`src/rtl/core/fre_pkg.sv`:
```
// ----------------------------------------------------------------------------
// fre_pkg
// Shared types and codes for the four-register instruction executor.
// ----------------------------------------------------------------------------
package fre_pkg;

	localparam int DATA_W = 32;
	localparam int CNT_W  = $clog2(DATA_W);
	localparam int OP_W   = 4;
	localparam int RIDX_W = 2;
	localparam int NREGS  = 4;
	localparam int LINE_W = 7;

	// instruction codes
	localparam logic [OP_W-1:0] OP_READ  = 4'd0;
	localparam logic [OP_W-1:0] OP_PRINT = 4'd1;
	localparam logic [OP_W-1:0] OP_MOV   = 4'd2;
	localparam logic [OP_W-1:0] OP_ADD   = 4'd3;
	localparam logic [OP_W-1:0] OP_SUB   = 4'd4;
	localparam logic [OP_W-1:0] OP_MUL   = 4'd5;
	localparam logic [OP_W-1:0] OP_DIV   = 4'd6;
	localparam logic [OP_W-1:0] OP_JE    = 4'd7;
	localparam logic [OP_W-1:0] OP_JNE   = 4'd8;
	localparam logic [OP_W-1:0] OP_JG    = 4'd9;
	localparam logic [OP_W-1:0] OP_JGE   = 4'd10;
	localparam logic [OP_W-1:0] OP_JL    = 4'd11;
	localparam logic [OP_W-1:0] OP_JLE   = 4'd12;
	localparam logic [OP_W-1:0] OP_JMP   = 4'd13;

	// serial unit operations
	localparam logic [2:0] UOP_ADD = 3'd0;
	localparam logic [2:0] UOP_SUB = 3'd1;
	localparam logic [2:0] UOP_MUL = 3'd2;
	localparam logic [2:0] UOP_DIV = 3'd3;
	localparam logic [2:0] UOP_CMP = 3'd4;

	typedef struct packed {
		logic       start;
		logic [2:0] uop;
	} fre_ctl_t;

	typedef struct packed {
		logic              done;
		logic [DATA_W-1:0] result;
		logic              eq;
		logic              lt;
	} fre_sts_t;

	function automatic logic [2:0] uop_of(input logic [OP_W-1:0] op);
		logic [2:0] u;
		case (op)
			OP_ADD:  u = UOP_ADD;
			OP_SUB:  u = UOP_SUB;
			OP_MUL:  u = UOP_MUL;
			OP_DIV:  u = UOP_DIV;
			default: u = UOP_CMP;
		endcase
		return u;
	endfunction

endpackage

```
`src/rtl/core/fre_regfile.sv`:
```
// ----------------------------------------------------------------------------
// fre_regfile
// Four 32-bit registers, two read ports and one write port, cleared at reset.
// ----------------------------------------------------------------------------
module fre_regfile import fre_pkg::*; (
	input  logic              clk,
	input  logic              arst_n,
	input  logic [RIDX_W-1:0] ra_idx,
	output logic [DATA_W-1:0] ra_data,
	input  logic [RIDX_W-1:0] rb_idx,
	output logic [DATA_W-1:0] rb_data,
	input  logic              we,
	input  logic [RIDX_W-1:0] w_idx,
	input  logic [DATA_W-1:0] w_data
);

	logic [DATA_W-1:0] regs_q [NREGS];

	always_ff @(posedge clk or negedge arst_n) begin
		if (!arst_n) begin
			for (int i = 0; i < NREGS; i++) begin
				regs_q[i] <= '0;
			end
		end else if (we) begin
			regs_q[w_idx] <= w_data;
		end
	end

	assign ra_data = regs_q[ra_idx];
	assign rb_data = regs_q[rb_idx];

endmodule

```
`src/rtl/core/fre_serial.sv`:
```
// ----------------------------------------------------------------------------
// fre_serial
// Serial arithmetic unit: bit-serial add, subtract and signed compare,
// shift-and-add multiply and restoring divide, one bit per cycle.
// ----------------------------------------------------------------------------
module fre_serial import fre_pkg::*; (
	input  logic              clk,
	input  logic              arst_n,
	input  fre_ctl_t          ctl,
	input  logic [DATA_W-1:0] x,
	input  logic [DATA_W-1:0] y,
	output fre_sts_t          sts
);

	logic             busy_q;
	logic             done_q;
	logic [CNT_W-1:0] cnt_q;
	logic [2:0]       uop_q;

	logic [DATA_W-1:0] opa_q;
	logic [DATA_W-1:0] opb_q;
	logic [DATA_W-1:0] acc_q;
	logic [DATA_W-1:0] rem_q;
	logic              c_q;
	logic              eq_q;
	logic              lt_q;
	logic              neg_q;

	logic              last;
	logic              a_bit;
	logic              sum_bit;
	logic              carry;
	logic [DATA_W-1:0] mul_sum;
	logic [DATA_W-1:0] div_rem;
	logic [DATA_W:0]   div_diff;

	always_comb begin
		last     = (cnt_q == CNT_W'(DATA_W - 1));
		a_bit    = opa_q[0] ^ (uop_q == UOP_SUB);
		sum_bit  = opb_q[0] ^ a_bit ^ c_q;
		carry    = (opb_q[0] & a_bit) | (opb_q[0] & c_q) | (a_bit & c_q);
		mul_sum  = acc_q + (opa_q[0] ? opb_q : '0);
		// remainder stays below the divisor magnitude, so its top bit is free
		div_rem  = {rem_q[DATA_W-2:0], opa_q[DATA_W-1]};
		div_diff = {1'b0, div_rem} - {1'b0, opb_q};
	end

	always_ff @(posedge clk or negedge arst_n) begin
		if (!arst_n) begin
			busy_q <= 1'b0;
			done_q <= 1'b0;
			cnt_q  <= '0;
			uop_q  <= UOP_ADD;
		end else begin
			done_q <= 1'b0;
			if (ctl.start) begin
				busy_q <= 1'b1;
				cnt_q  <= '0;
				uop_q  <= ctl.uop;
			end else if (busy_q) begin
				cnt_q <= cnt_q + 1'b1;
				if (last) begin
					busy_q <= 1'b0;
					done_q <= 1'b1;
				end
			end
		end
	end

	always_ff @(posedge clk) begin
		if (ctl.start) begin
			acc_q <= '0;
			rem_q <= '0;
			c_q   <= (ctl.uop == UOP_SUB);
			eq_q  <= 1'b1;
			lt_q  <= 1'b0;
			neg_q <= x[DATA_W-1] ^ y[DATA_W-1];
			if (ctl.uop == UOP_DIV) begin
				// magnitudes in, sign applied on the way out
				opa_q <= x[DATA_W-1] ? -x : x;
				opb_q <= y[DATA_W-1] ? -y : y;
			end else begin
				opa_q <= x;
				opb_q <= y;
			end
		end else if (busy_q) begin
			case (uop_q)
				UOP_ADD, UOP_SUB: begin
					acc_q <= {sum_bit, acc_q[DATA_W-1:1]};
					c_q   <= carry;
					opa_q <= opa_q >> 1;
					opb_q <= opb_q >> 1;
				end
				UOP_CMP: begin
					// lsb first: the highest differing bit decides, the sign bit inverted
					if (opa_q[0] != opb_q[0]) begin
						eq_q <= 1'b0;
						lt_q <= last ? opa_q[0] : opb_q[0];
					end
					opa_q <= opa_q >> 1;
					opb_q <= opb_q >> 1;
				end
				UOP_MUL: begin
					acc_q <= mul_sum;
					opa_q <= opa_q >> 1;
					opb_q <= opb_q << 1;
				end
				UOP_DIV: begin
					if (!div_diff[DATA_W]) begin
						rem_q <= div_diff[DATA_W-1:0];
						acc_q <= {acc_q[DATA_W-2:0], 1'b1};
					end else begin
						rem_q <= div_rem;
						acc_q <= {acc_q[DATA_W-2:0], 1'b0};
					end
					opa_q <= opa_q << 1;
				end
				default: begin
					acc_q <= acc_q;
				end
			endcase
		end
	end

	always_comb begin
		sts.done   = done_q;
		sts.result = (uop_q == UOP_DIV && neg_q) ? -acc_q : acc_q;
		sts.eq     = eq_q;
		sts.lt     = lt_q;
	end

endmodule

```
`src/rtl/core/four_register_instruction_executor.sv`:
```
// ----------------------------------------------------------------------------
// four_register_instruction_executor
// Runs one decoded instruction per request on a four-entry register file.
// ----------------------------------------------------------------------------
//  channel  | handshake            | payload
//  ---------+----------------------+---------------------------------------------
//  in       | in_valid / in_stall  | req_type a_is_imm a_reg a_imm b_is_imm b_reg
//           |                      | b_imm target_line read_value
//  out      | out_valid / out_stall| print_valid print_value branch_taken
//           |                      | branch_target div_by_zero
//
// read, print, mov, jmp, unused codes and a zero-divisor div go from
// acceptance straight to the finish state and the result register; add,
// sub, mul, div and the conditional jumps first run the 32 one-bit steps
// of the serial unit.
// One request is in work at a time; the next is taken as soon as the previous
// result has moved into the output register, even if that result is stalled.
// Reset clears the register file and all handshake state.
// ----------------------------------------------------------------------------
module four_register_instruction_executor import fre_pkg::*; (
	input  logic              clk,
	input  logic              arst_n,
	input  logic              in_valid,
	output logic              in_stall,
	input  logic [OP_W-1:0]   req_type,
	input  logic              a_is_imm,
	input  logic [RIDX_W-1:0] a_reg,
	input  logic signed [DATA_W-1:0] a_imm,
	input  logic              b_is_imm,
	input  logic [RIDX_W-1:0] b_reg,
	input  logic signed [DATA_W-1:0] b_imm,
	input  logic [LINE_W-1:0] target_line,
	input  logic signed [DATA_W-1:0] read_value,
	output logic              out_valid,
	input  logic              out_stall,
	output logic              print_valid,
	output logic signed [DATA_W-1:0] print_value,
	output logic              branch_taken,
	output logic [LINE_W-1:0] branch_target,
	output logic              div_by_zero
);

	localparam logic [1:0] ST_IDLE = 2'd0;
	localparam logic [1:0] ST_RUN  = 2'd1;
	localparam logic [1:0] ST_FIN  = 2'd2;

	logic [1:0] state_q;

	logic [OP_W-1:0]   op_q;
	logic [RIDX_W-1:0] dst_q;
	logic [LINE_W-1:0] target_q;
	logic              wr_q;
	logic [DATA_W-1:0] wdata_q;
	logic              pv_q;
	logic [DATA_W-1:0] pval_q;
	logic              taken_q;
	logic              dz_q;

	logic              out_valid_q;
	logic              print_valid_q;
	logic [DATA_W-1:0] print_value_q;
	logic              branch_taken_q;
	logic [LINE_W-1:0] branch_target_q;
	logic              div_by_zero_q;

	logic [DATA_W-1:0] ra_data;
	logic [DATA_W-1:0] dst_val;
	logic [DATA_W-1:0] a_val;
	logic [DATA_W-1:0] b_val;
	logic              accept;
	logic              serial;
	logic              dz_now;
	logic              fin_go;
	logic              cond;
	logic              n_wr;
	logic [DATA_W-1:0] n_wdata;
	logic              n_pv;
	logic [DATA_W-1:0] n_pval;
	logic              n_taken;
	logic              n_dz;

	fre_ctl_t ctl;
	fre_sts_t sts;

	fre_regfile u_rf (
		.clk     (clk),
		.arst_n  (arst_n),
		.ra_idx  (a_reg),
		.ra_data (ra_data),
		.rb_idx  (b_reg),
		.rb_data (dst_val),
		.we      (fin_go && wr_q),
		.w_idx   (dst_q),
		.w_data  (wdata_q)
	);

	fre_serial u_ser (
		.clk    (clk),
		.arst_n (arst_n),
		.ctl    (ctl),
		.x      (a_val),
		.y      ((req_type == OP_ADD || req_type == OP_SUB || req_type == OP_MUL
			|| req_type == OP_DIV) ? dst_val : b_val),
		.sts    (sts)
	);

	assign in_stall = (state_q != ST_IDLE);
	assign accept   = in_valid && !in_stall;
	assign fin_go   = (state_q == ST_FIN) && (!out_valid_q || !out_stall);

	always_comb begin
		a_val   = a_is_imm ? a_imm : ra_data;
		b_val   = b_is_imm ? b_imm : dst_val;
		dz_now  = (req_type == OP_DIV) && (dst_val == '0);
		n_wr    = 1'b0;
		n_wdata = read_value;
		n_pv    = 1'b0;
		n_pval  = '0;
		n_taken = 1'b0;
		n_dz    = 1'b0;
		serial  = 1'b0;
		case (req_type)
			OP_READ: begin
				n_wr = 1'b1;
			end
			OP_PRINT: begin
				n_pv   = 1'b1;
				n_pval = a_val;
			end
			OP_MOV: begin
				n_wr    = 1'b1;
				n_wdata = a_val;
			end
			OP_ADD, OP_SUB, OP_MUL, OP_JE, OP_JNE, OP_JG, OP_JGE, OP_JL, OP_JLE: begin
				serial = 1'b1;
			end
			OP_DIV: begin
				serial = !dz_now;
				n_dz   = dz_now;
			end
			OP_JMP: begin
				n_taken = 1'b1;
			end
			default: begin
				n_wr = 1'b0;
			end
		endcase
		ctl.start = accept && serial;
		ctl.uop   = uop_of(req_type);
	end

	always_comb begin
		case (op_q)
			OP_JE:   cond = sts.eq;
			OP_JNE:  cond = !sts.eq;
			OP_JG:   cond = !sts.lt && !sts.eq;
			OP_JGE:  cond = !sts.lt;
			OP_JL:   cond = sts.lt;
			OP_JLE:  cond = sts.lt || sts.eq;
			default: cond = 1'b0;
		endcase
	end

	always_ff @(posedge clk or negedge arst_n) begin
		if (!arst_n) begin
			state_q     <= ST_IDLE;
			out_valid_q <= 1'b0;
		end else begin
			if (fin_go) begin
				out_valid_q <= 1'b1;
			end else if (!out_stall) begin
				out_valid_q <= 1'b0;
			end
			case (state_q)
				ST_IDLE: begin
					if (accept) begin
						state_q <= serial ? ST_RUN : ST_FIN;
					end
				end
				ST_RUN: begin
					if (sts.done) begin
						state_q <= ST_FIN;
					end
				end
				ST_FIN: begin
					if (fin_go) begin
						state_q <= ST_IDLE;
					end
				end
				default: begin
					state_q <= ST_IDLE;
				end
			endcase
		end
	end

	always_ff @(posedge clk) begin
		if (accept) begin
			op_q     <= req_type;
			dst_q    <= b_reg;
			target_q <= target_line;
			wr_q     <= n_wr;
			wdata_q  <= n_wdata;
			pv_q     <= n_pv;
			pval_q   <= n_pval;
			taken_q  <= n_taken;
			dz_q     <= n_dz;
		end else if (state_q == ST_RUN && sts.done) begin
			// compares report a branch, everything else writes back
			if (op_q == OP_ADD || op_q == OP_SUB || op_q == OP_MUL || op_q == OP_DIV) begin
				wr_q    <= 1'b1;
				wdata_q <= sts.result;
			end else begin
				taken_q <= cond;
			end
		end
		if (fin_go) begin
			print_valid_q   <= pv_q;
			print_value_q   <= pval_q;
			branch_taken_q  <= taken_q;
			branch_target_q <= taken_q ? target_q : '0;
			div_by_zero_q   <= dz_q;
		end
	end

	assign out_valid     = out_valid_q;
	assign print_valid   = print_valid_q;
	assign print_value   = print_value_q;
	assign branch_taken  = branch_taken_q;
	assign branch_target = branch_target_q;
	assign div_by_zero   = div_by_zero_q;

	a_done_in_run: assert property (@(posedge clk) disable iff (!arst_n)
		sts.done |-> state_q == ST_RUN)
		else $error("serial unit finished outside a running request");

	a_start_from_idle: assert property (@(posedge clk) disable iff (!arst_n)
		ctl.start |=> state_q == ST_RUN)
		else $error("serial unit started without entering run state");

	a_one_kind: assert property (@(posedge clk) disable iff (!arst_n)
		out_valid |-> !(div_by_zero && (print_valid || branch_taken)))
		else $error("result carries more than one kind of outcome");

	a_target_zero: assert property (@(posedge clk) disable iff (!arst_n)
		(out_valid && !branch_taken) |-> branch_target == '0)
		else $error("branch target set on a branch not taken");

endmodule
```
`config.mk`:
```
export PLATFORM = sky130hd
export DESIGN_NAME = four_register_instruction_executor
export DESIGN_NICKNAME = d
export VERILOG_FILES = /design/src/rtl/core/fre_pkg.sv /design/src/rtl/core/fre_regfile.sv /design/src/rtl/core/fre_serial.sv /design/src/rtl/core/four_register_instruction_executor.sv
export SDC_FILE = /design/constraint.sdc
export NUM_CORES = 1
export LEC_CHECK = 0
export BUFFER_PORTS_ARGS = -buffer_cell sky130_fd_sc_hd__buf_4
export CAP_MARGIN = 40
export CORE_AREA = 2 2 319 227
export CTS_BUF_LIST = sky130_fd_sc_hd__clkbuf_4 sky130_fd_sc_hd__clkbuf_8
export DETAILED_ROUTE_END_ITERATION = 10
export DIE_AREA = 0 0 321 229
export GPL_ROUTABILITY_DRIVEN = 0
export GPL_TIMING_DRIVEN = 0
export HOLD_SLACK_MARGIN = 0.03
export PLACE_DENSITY = 0.53
export RECOVER_POWER = 25
export SETUP_SLACK_MARGIN = 0.15
export SLEW_MARGIN = 30
export SYNTH_ARGS = -nofsm -noshare
export SYNTH_HDL_FRONTEND = slang
export SYNTH_HIERARCHICAL = 1
export SYNTH_SLANG_ARGS = --single-unit
```
`constraint.sdc`:
```
create_clock -name clk -period 3.9 [get_ports clk]
set_clock_uncertainty 0.1 [all_clocks]
set_input_delay 0.195 -clock clk [delete_from_list [all_inputs] [get_ports clk]]
set_output_delay 0.195 -clock clk [all_outputs]
set_load 0.01 [all_outputs]
```
==> impl_metrics.toml, run 1 <==
[sta]
hold_viol_final = 0
setup_ws_ns = 0.221
worst_pin_slew_ns = 2.11
fin_crit_sh = 0.943
holdWs_ns = 0.0995
rsz0062_at_grt = "yes"
fmax_mhz = 272
layout_min_cycle_time_ns = 3.68
fin_setup_tns_ns = 0
slew_headroom = -0.408
finalSetupViolations = 0
drv_slew = 143

[routing]
viasPerCell = 5.69
drt_wl_total_um = 88600
num_vias = 21300
ant_nets = 0
drc = 0
drtIter0Drc = 2447
first_pass_iters = 5
wl_per_cell_um = 23.7

[layout]
final_common_cell = "nand2_1"
fin_area_mm2 = 0.0298
syn2layout_area_growth_pct = 22.1
fin_util = 0.422
drive_gt1_frac = 0.240
fillers = 6812
fin_cells = 3736
nNetsFinal = 2946
final_cell_mix = "267 x nand2_1, 202 x o21ai_0, 189 x edfxtp_1, 178 x buf_4, 160 x mux2_2"

[yosys]
syn_nets = 2583
async_flop_share = 0.357
syn-instance-count = 2394
yosysSeqAreaShare = 0.430
ys_seq_elements = 395
yosys_warnings = 6
synth_edf_count = 189
synth_ff_type = "edfxtp_1"
ys_types = 94
postSynthAreaPerCell_um2 = 10.2
synthesis.area_mm2 = 0.0244

[pwr]
pwr_density_cell_mw_per_mm2 = 705
sequentialPowerShare = 0.350
p_leak_nw = 12.4
finalPower_mw = 21.0
switching_share = 0.427
clock_power_share = 0.190
p_switching_mw = 8.99
combPwrFrac = 0.460
p_int_mw = 12.1
peakVddDrop_mv = 0.267

[run_status]
violations = "max-capacitance violations, max-slew violations"
status = "finished, violations left"

[critical_path]
required_ns = 4.18
crit_path_max_fanout = 3
crit_top_cell = "a21oi_1"
cp.arrival_ns = 3.96
start_kind = "flop"
path_class = "reg2reg"
crit_path_end_kind = "flop"
slowest_stage = "mux4_2"
crit_path_cell_trace = "mux4_2 > mux2i_4 > inv_2 > or4_4 > or3_4 > nor3_4 > nand3_2 > nor4_4 > a21oi_1 > xnor2_1 > a21oi_1"
max_stage_delay_ns = 0.54

[die]
die_w_um = 321
die_area_mm2 = 0.0735
coreArea_mm2 = 0.0706
start_util = 0.346
row_count = 82
chipHeight_um = 229
io_pins = 161

[run]
maxCapViolCount = 2

[grt]
antenna_found_initial = 3
track_usage = 0.236
first_global_vias = 20200
grt_max_degree = 75
grt-ovfl-total = 0
grt_pass1_wl_um = 130000

[cts]
cts_inserted_buffers = 67
h-tree-depth = 3
clockBufferDepth = 3
clock_sinks = 395
clk-insertion-delay-late_ns = 0.67
cts_root_buf = "clkbuf_8"
cts_tree = "done"
clk_pin_slew_ns = 0.07

[place]
postPlaceCellArea_mm2 = 0.0270
pre_cts_ws_ns = -1.37
port_buffers = 158
placed_cells = 3487
hpwl_um = 68200

[min_path]
hold_class = "in2reg"
worst max-delay path: cells and delay by family (launching register included):
family / cells / cell delay [ns]
xor gates and xnor gates: 1 / 0.24
DFF: 1 / 0.40
AOI/OAI and AO/OA: 2 / 0.23
buffers and inverters: 1 / 0.08
and+or+nand+nor: 5 / 1.51
muxes: 2 / 0.83
repair_timing:
item                                    CTS  global route
hold buffers                             97             0
pin swaps                                 5             7
cloned                                    1             0
setup buffers                            12            11
gates resized for setup                  34            58
endpoints found under the hold margin   255             0
endpoints found under the setup margin  205           152
state kept, by name, summed over array words and instances, names as in the netlist, 2 cells and up:
signal,cells
u_rf/regs_q,128
print_value,32
pval_q,32
u_ser/acc_q,32
u_ser/opa_q,32
u_ser/opb_q,32
wdata_q,32
u_ser/rem_q,31
branch_target,7
target_q,7
u_ser/cnt_q,5
op_q,4
u_ser/uop_q,3
dst_q,2
state_q,2
cells by family (layout without fill, tap and decap cells):
kind of cell | Yosys count | in the layout | share of synthesized area
xor+xnor | 147 | 147 | 0.0527
flops | 395 | 395 | 0.430
compound gates | 598 | 598 | 0.150
other cells | 0 | 1 | 0
mux | 300 | 300 | 0.164
buf+inv | 250 | 667 | 0.0456
simple gates | 632 | 632 | 0.120
fa+ha+maj | 72 | 72 | 0.0378
worst paths after layout:
check / start / end / slack [ns] / cells past startpoint
worst max-delay path: u_rf/regs_q[9] / u_ser/opa_q[29] / 0.22 / 11
worst min-delay path: b_imm[15] / u_ser/opb_q[15] / 0.1 / 4
worst max register to register: u_rf/regs_q[9] / u_ser/opa_q[29] / 0.22 / 11
worst min register to register: pval_q[1] / print_value[1] / 0.32 / 0
max in group asynchronous: arst_n / u_ser/cnt_q[3] / 1.08 / 4
min in group asynchronous: arst_n / u_rf/regs_q[110] / 1.17 / 4
area by class of cell:
| class | instances | area (µm²) | share of cell area |
|---|---|---|---|
| diodes | 1 | 2.50 | 0.0000839 |
| plain buffers | 146 | 751 | 0.0252 |
| clock buffers | 100 | 1230 | 0.0413 |
| clock inverters | 23 | 173 | 0.00579 |
| inverters | 104 | 397 | 0.0133 |
| multi-input cells | 1749 | 13100 | 0.441 |
| flip-flops and latches | 395 | 10500 | 0.352 |
| well taps | 924 | 1160 | 0.0388 |
| repair buffers | 293 | 2460 | 0.0824 |
| repair inverters | 1 | 5.00 | 0.000168 |
power groups by stage:
stage | registers (mW) | logic [mW] | clock network [mW]
after floorplan | 6.85 | 6.22 | 0
final | 7.35 | 9.69 | 4.00
after global placement | 7.34 | 8.75 | 0
after CTS | 7.28 | 9.32 | 4.08
after detailed placement | 7.38 | 8.99 | 0
after global routing | 7.49 | 10.4 | 4.26
synthesized netlist by cell type (all sizes together), types with 4 or more instances:
cell type | count | area (µm²)
a211oi | 21 | 158
a21o | 42 | 315
a21oi | 131 | 667
a221oi | 9 | 78.8
a31o | 4 | 35.0
a31oi | 23 | 144
a41oi | 6 | 52.6
and2 | 43 | 269
and3 | 19 | 119
buf | 66 | 423
clkbuf | 80 | 300
dfrtp | 141 | 3530
dfxtp | 65 | 1300
edfxtp | 189 | 5680
ha | 69 | 863
inv | 103 | 387
mux2 | 163 | 1840
mux2i | 73 | 731
mux4 | 64 | 1440
nand2 | 271 | 1020
nand2b | 12 | 75.1
nand3 | 25 | 125
nand3b | 7 | 52.6
nand4 | 13 | 81.3
nor2 | 150 | 566
nor2b | 10 | 62.6
nor3 | 34 | 181
nor3b | 6 | 50.1
nor4 | 17 | 113
o211ai | 11 | 82.6
o21a | 6 | 45.0
o21ai | 249 | 1250
o21bai | 11 | 86.3
o221ai | 16 | 140
o22ai | 9 | 56.3
o31ai | 17 | 133
o41ai | 7 | 87.6
or2 | 5 | 31.3
or3 | 6 | 42.5
or4 | 4 | 33.8
xnor2 | 90 | 788
xor2 | 57 | 499
layer usage:
| layer | vias to the layer above | part of all wire | track usage |
|---|---|---|---|
| met5 | - | 0 | 0 |
| met4 | 0 | 0.018 | 0.0485 |
| met3 | 113 | 0.11 | 0.0688 |
| met2 | 1068 | 0.39 | 0.314 |
| met1 | 10600 | 0.48 | 0.372 |
| li1 | 9499 | - | - |
(Power assumes the default switching activity.)
==> run 2, diff against run 1 <==
--- a/config.mk
+++ b/config.mk
@@ -7,10 +7,10 @@
 export LEC_CHECK = 0
 export BUFFER_PORTS_ARGS = -buffer_cell sky130_fd_sc_hd__buf_4
 export CAP_MARGIN = 40
-export CORE_AREA = 2 2 319 227
+export CORE_AREA = 2 2 322 228
 export CTS_BUF_LIST = sky130_fd_sc_hd__clkbuf_4 sky130_fd_sc_hd__clkbuf_8
 export DETAILED_ROUTE_END_ITERATION = 10
-export DIE_AREA = 0 0 321 229
+export DIE_AREA = 0 0 324 230
 export GPL_ROUTABILITY_DRIVEN = 0
 export GPL_TIMING_DRIVEN = 0
 export HOLD_SLACK_MARGIN = 0.03
@@ -20,5 +20,4 @@
 export SLEW_MARGIN = 30
 export SYNTH_ARGS = -nofsm -noshare
 export SYNTH_HDL_FRONTEND = slang
-export SYNTH_HIERARCHICAL = 1
 export SYNTH_SLANG_ARGS = --single-unit
==> impl_metrics.toml, run 2 <==
[critical_path]
start_kind = "input port"
r2r_start = "u_ser.uop_q[0]"
slowest_stage = "buf_1"
crit_path_cell_trace = "clkbuf_1 > buf_1 > mux4_2 > nor4_2 > nand4_1 > nor3_4 > o21ai_1 > a21o_1 > nand2_4 > buf_4 > buf_4 > nand2_8"
required_ns = 4.16
crit_top_cell = "buf_4"
reg2reg_to = "u_ser.acc_q[31]"
crit_path_start = "b_reg[1]"
crit_path_end_kind = "flop"
path_class = "in2reg"
r2r_cells = 10
r2r_setup_slack_ns = 0.30
max_stage_delay_ns = 0.72
cp.arrival_ns = 3.91
crit_path_max_fanout = 32
crit_buf_inv = 4
crit_family = "buffers and inverters"

[routing]
drt_wl_total_um = 98900
drtIter0Drc = 3118
first_pass_iters = 5
maxUsedRoutingLayer = "met5"
num_vias = 22800
wl_per_cell_um = 25.5
viasPerCell = 5.89
wl_met1_um = 46100
drc = 0
route.met3.wl_um = 13200
wl_met2_um = 37200
ant_nets = 0

[place]
hpwl_um = 75600
port_buffers = 158
placed_cells = 3647

[yosys]
ys_seq_elements = 395
synth_top_area_frac = 0.229
synth_compound_area_frac = 0.158
synthTopCellsByCount = "272 x nand2_1, 230 x nor2_1, 189 x edfxtp_1"
synth_top_family_by_area = "compound AO/OA/AOI/OAI gates"
yosysSeqAreaShare = 0.423
ys_types = 92
syn_nets = 2699
syn-instance-count = 2510
synthSimpleGateAreaFrac = 0.143
yosysMostFrequentCell = "nand2_1"
muxShareOfSynthArea = 0.150
synth_ff_type = "edfxtp_1"
synthAdderAreaFrac = 0.0372
synthesis.area_mm2 = 0.0248
async_flop_share = 0.357
yosys.area.top_type = "edfxtp_1"
synth-xor-area-share = 0.0487
synth_edf_count = 189
yosys_warnings = 0
postSynthAreaPerCell_um2 = 9.89
yosys-top-cells-area = "edfxtp_1 23%, dfrtp_1 14%, mux2_2 5.9%"

[die]
chipHeight_um = 230
io_pins = 161
coreArea_mm2 = 0.0713
start_util = 0.348
die_w_um = 324
row_count = 82
die_area_mm2 = 0.0745

[min_path]
hold_class = "in2reg"
holdPathStages = 4
hp-start = "a_imm[2]"
worst_hold_path.endpoint = "pval_q[2]"

[cts]
cts_root_buf = "clkbuf_8"
clock_sinks = 395
cts_tree = "done"
cts_inserted_buffers = 68
clk-insertion-delay-late_ns = 0.69
clk_pin_slew_ns = 0.06
clockBufferDepth = 3
h-tree-depth = 3

[layout]
largest_reg_flops = 128
largest-register = "u_rf.regs_q"
syn2layout_area_growth_pct = 21.4
nNetsFinal = 3048
final_common_cell = "nand2_1"
final_cell_mix = "270 x nand2_1, 230 x nor2_1, 189 x edfxtp_1, 174 x buf_4, 163 x a21oi_1"
diodes = 0
drive_gt1_frac = 0.216
fin_cells = 3879

[sta]
drv_slew = 143
fin_setup_tns_ns = 0
hold_viol_final = 0
worst_pin_slew_ns = 2.18
fmax_mhz = 274
layout_min_cycle_time_ns = 3.65
finalSetupViolations = 0
rsz0062_at_grt = "no"
slew_headroom = -0.454
fin_crit_sh = 0.937

[run_status]
violations = "max-capacitance violations, max-slew violations"
status = "finished, violations left"

[grt]
grt_pass1_wl_um = 142000
track_usage = 0.259
first_global_vias = 21300
antenna_found_initial = 1
grt_max_degree = 78
grt-ovfl-total = 0

[run]
maxCapViolCount = 2

[pwr]
peakVddDrop_mv = 0.297
pwr_density_cell_mw_per_mm2 = 778
p_leak_nw = 12.4
finalPower_mw = 23.4
[run 2: cells by family (layout without fill, tap and decap cells)]
| family | after synthesis | count (layout) |
|---|---|---|
| buf+inv | 234 | 637 |
| fa+ha+maj | 72 | 72 |
| mux | 280 | 280 |
| compound gates | 625 | 625 |
| flops | 395 | 395 |
| simple gates | 766 | 766 |
| xor+xnor | 138 | 138 |
[run 2: stage by stage]
| step | setup slack [ns] | util | hold slack [ns] | instance area (µm²) |
|---|---|---|---|---|
| finish | 0.246 | 0.423 | 0.0759 | 30100 |
| global route | 0.131 | 0.423 | 0.0585 | 30100 |
| CTS | 0.138 | 0.419 | 0.0366 | 29900 |
| detailed placement | -1.07 | 0.386 | 0.0841 | 27500 |
| global placement | -1.57 | 0.382 | 0.279 | 27200 |
| floorplan | 0.328 | - | -0.201 | 24800 |
[run 2: tightest hold or removal path: stages]
cell	delay, ns
buf_4	0.09
and2_1	0.12
a31oi_1	0.13
nor2_1	0.17
[run 2: worst max path at each step]
stage	endpoint	slack, ns	cells after the start
global route	u_ser.opb_q[20]	0.13	16
finish	u_ser.opa_q[19]	0.25	12
detailed placement	u_ser.opb_q[20]	-1.07	17
CTS	u_ser.acc_q[30]	0.14	13
floorplan	u_ser.opb_q[20]	0.33	16
global placement	u_ser.opb_q[17]	-1.57	12
[run 2: layer usage]
metal,global-route usage,up-vias
met2,0.332,1377
li1,-,9941
met3,0.0960,170
met4,0.0621,4
met1,0.400,11400
met5,0,-
[run 2: where the power goes]
| group | leakage [nW] | internal, mW | switching [mW] |
|---|---|---|---|
| clock network | 0.727 | 2.04 | 1.90 |
| registers | 4.27 | 6.13 | 1.38 |
| logic | 7.41 | 4.62 | 7.37 |
[run 2: timing repair]
| action | 4_1_cts | 5_1_grt |
|---|---|---|
| hold buffers | 86 | 1 |
| buffers inserted | 2 | 6 |
| pin swaps | 2 | 4 |
| cloned | 0 | 0 |
| endpoints found under the hold margin | 242 | 1 |
| gates resized for setup | 35 | 43 |
| setup endpoints to repair | 156 | 155 |
[run 2: area by class of cell]
class	count	area (µm²)
plain buffers	169	786
clock buffers	99	1230
clock inverters	25	128
fillers	6907	41200
inverters	63	249
multi-input cells	1881	13600
flip-flops and latches	395	10500
well taps	966	1210
repair buffers	281	2390
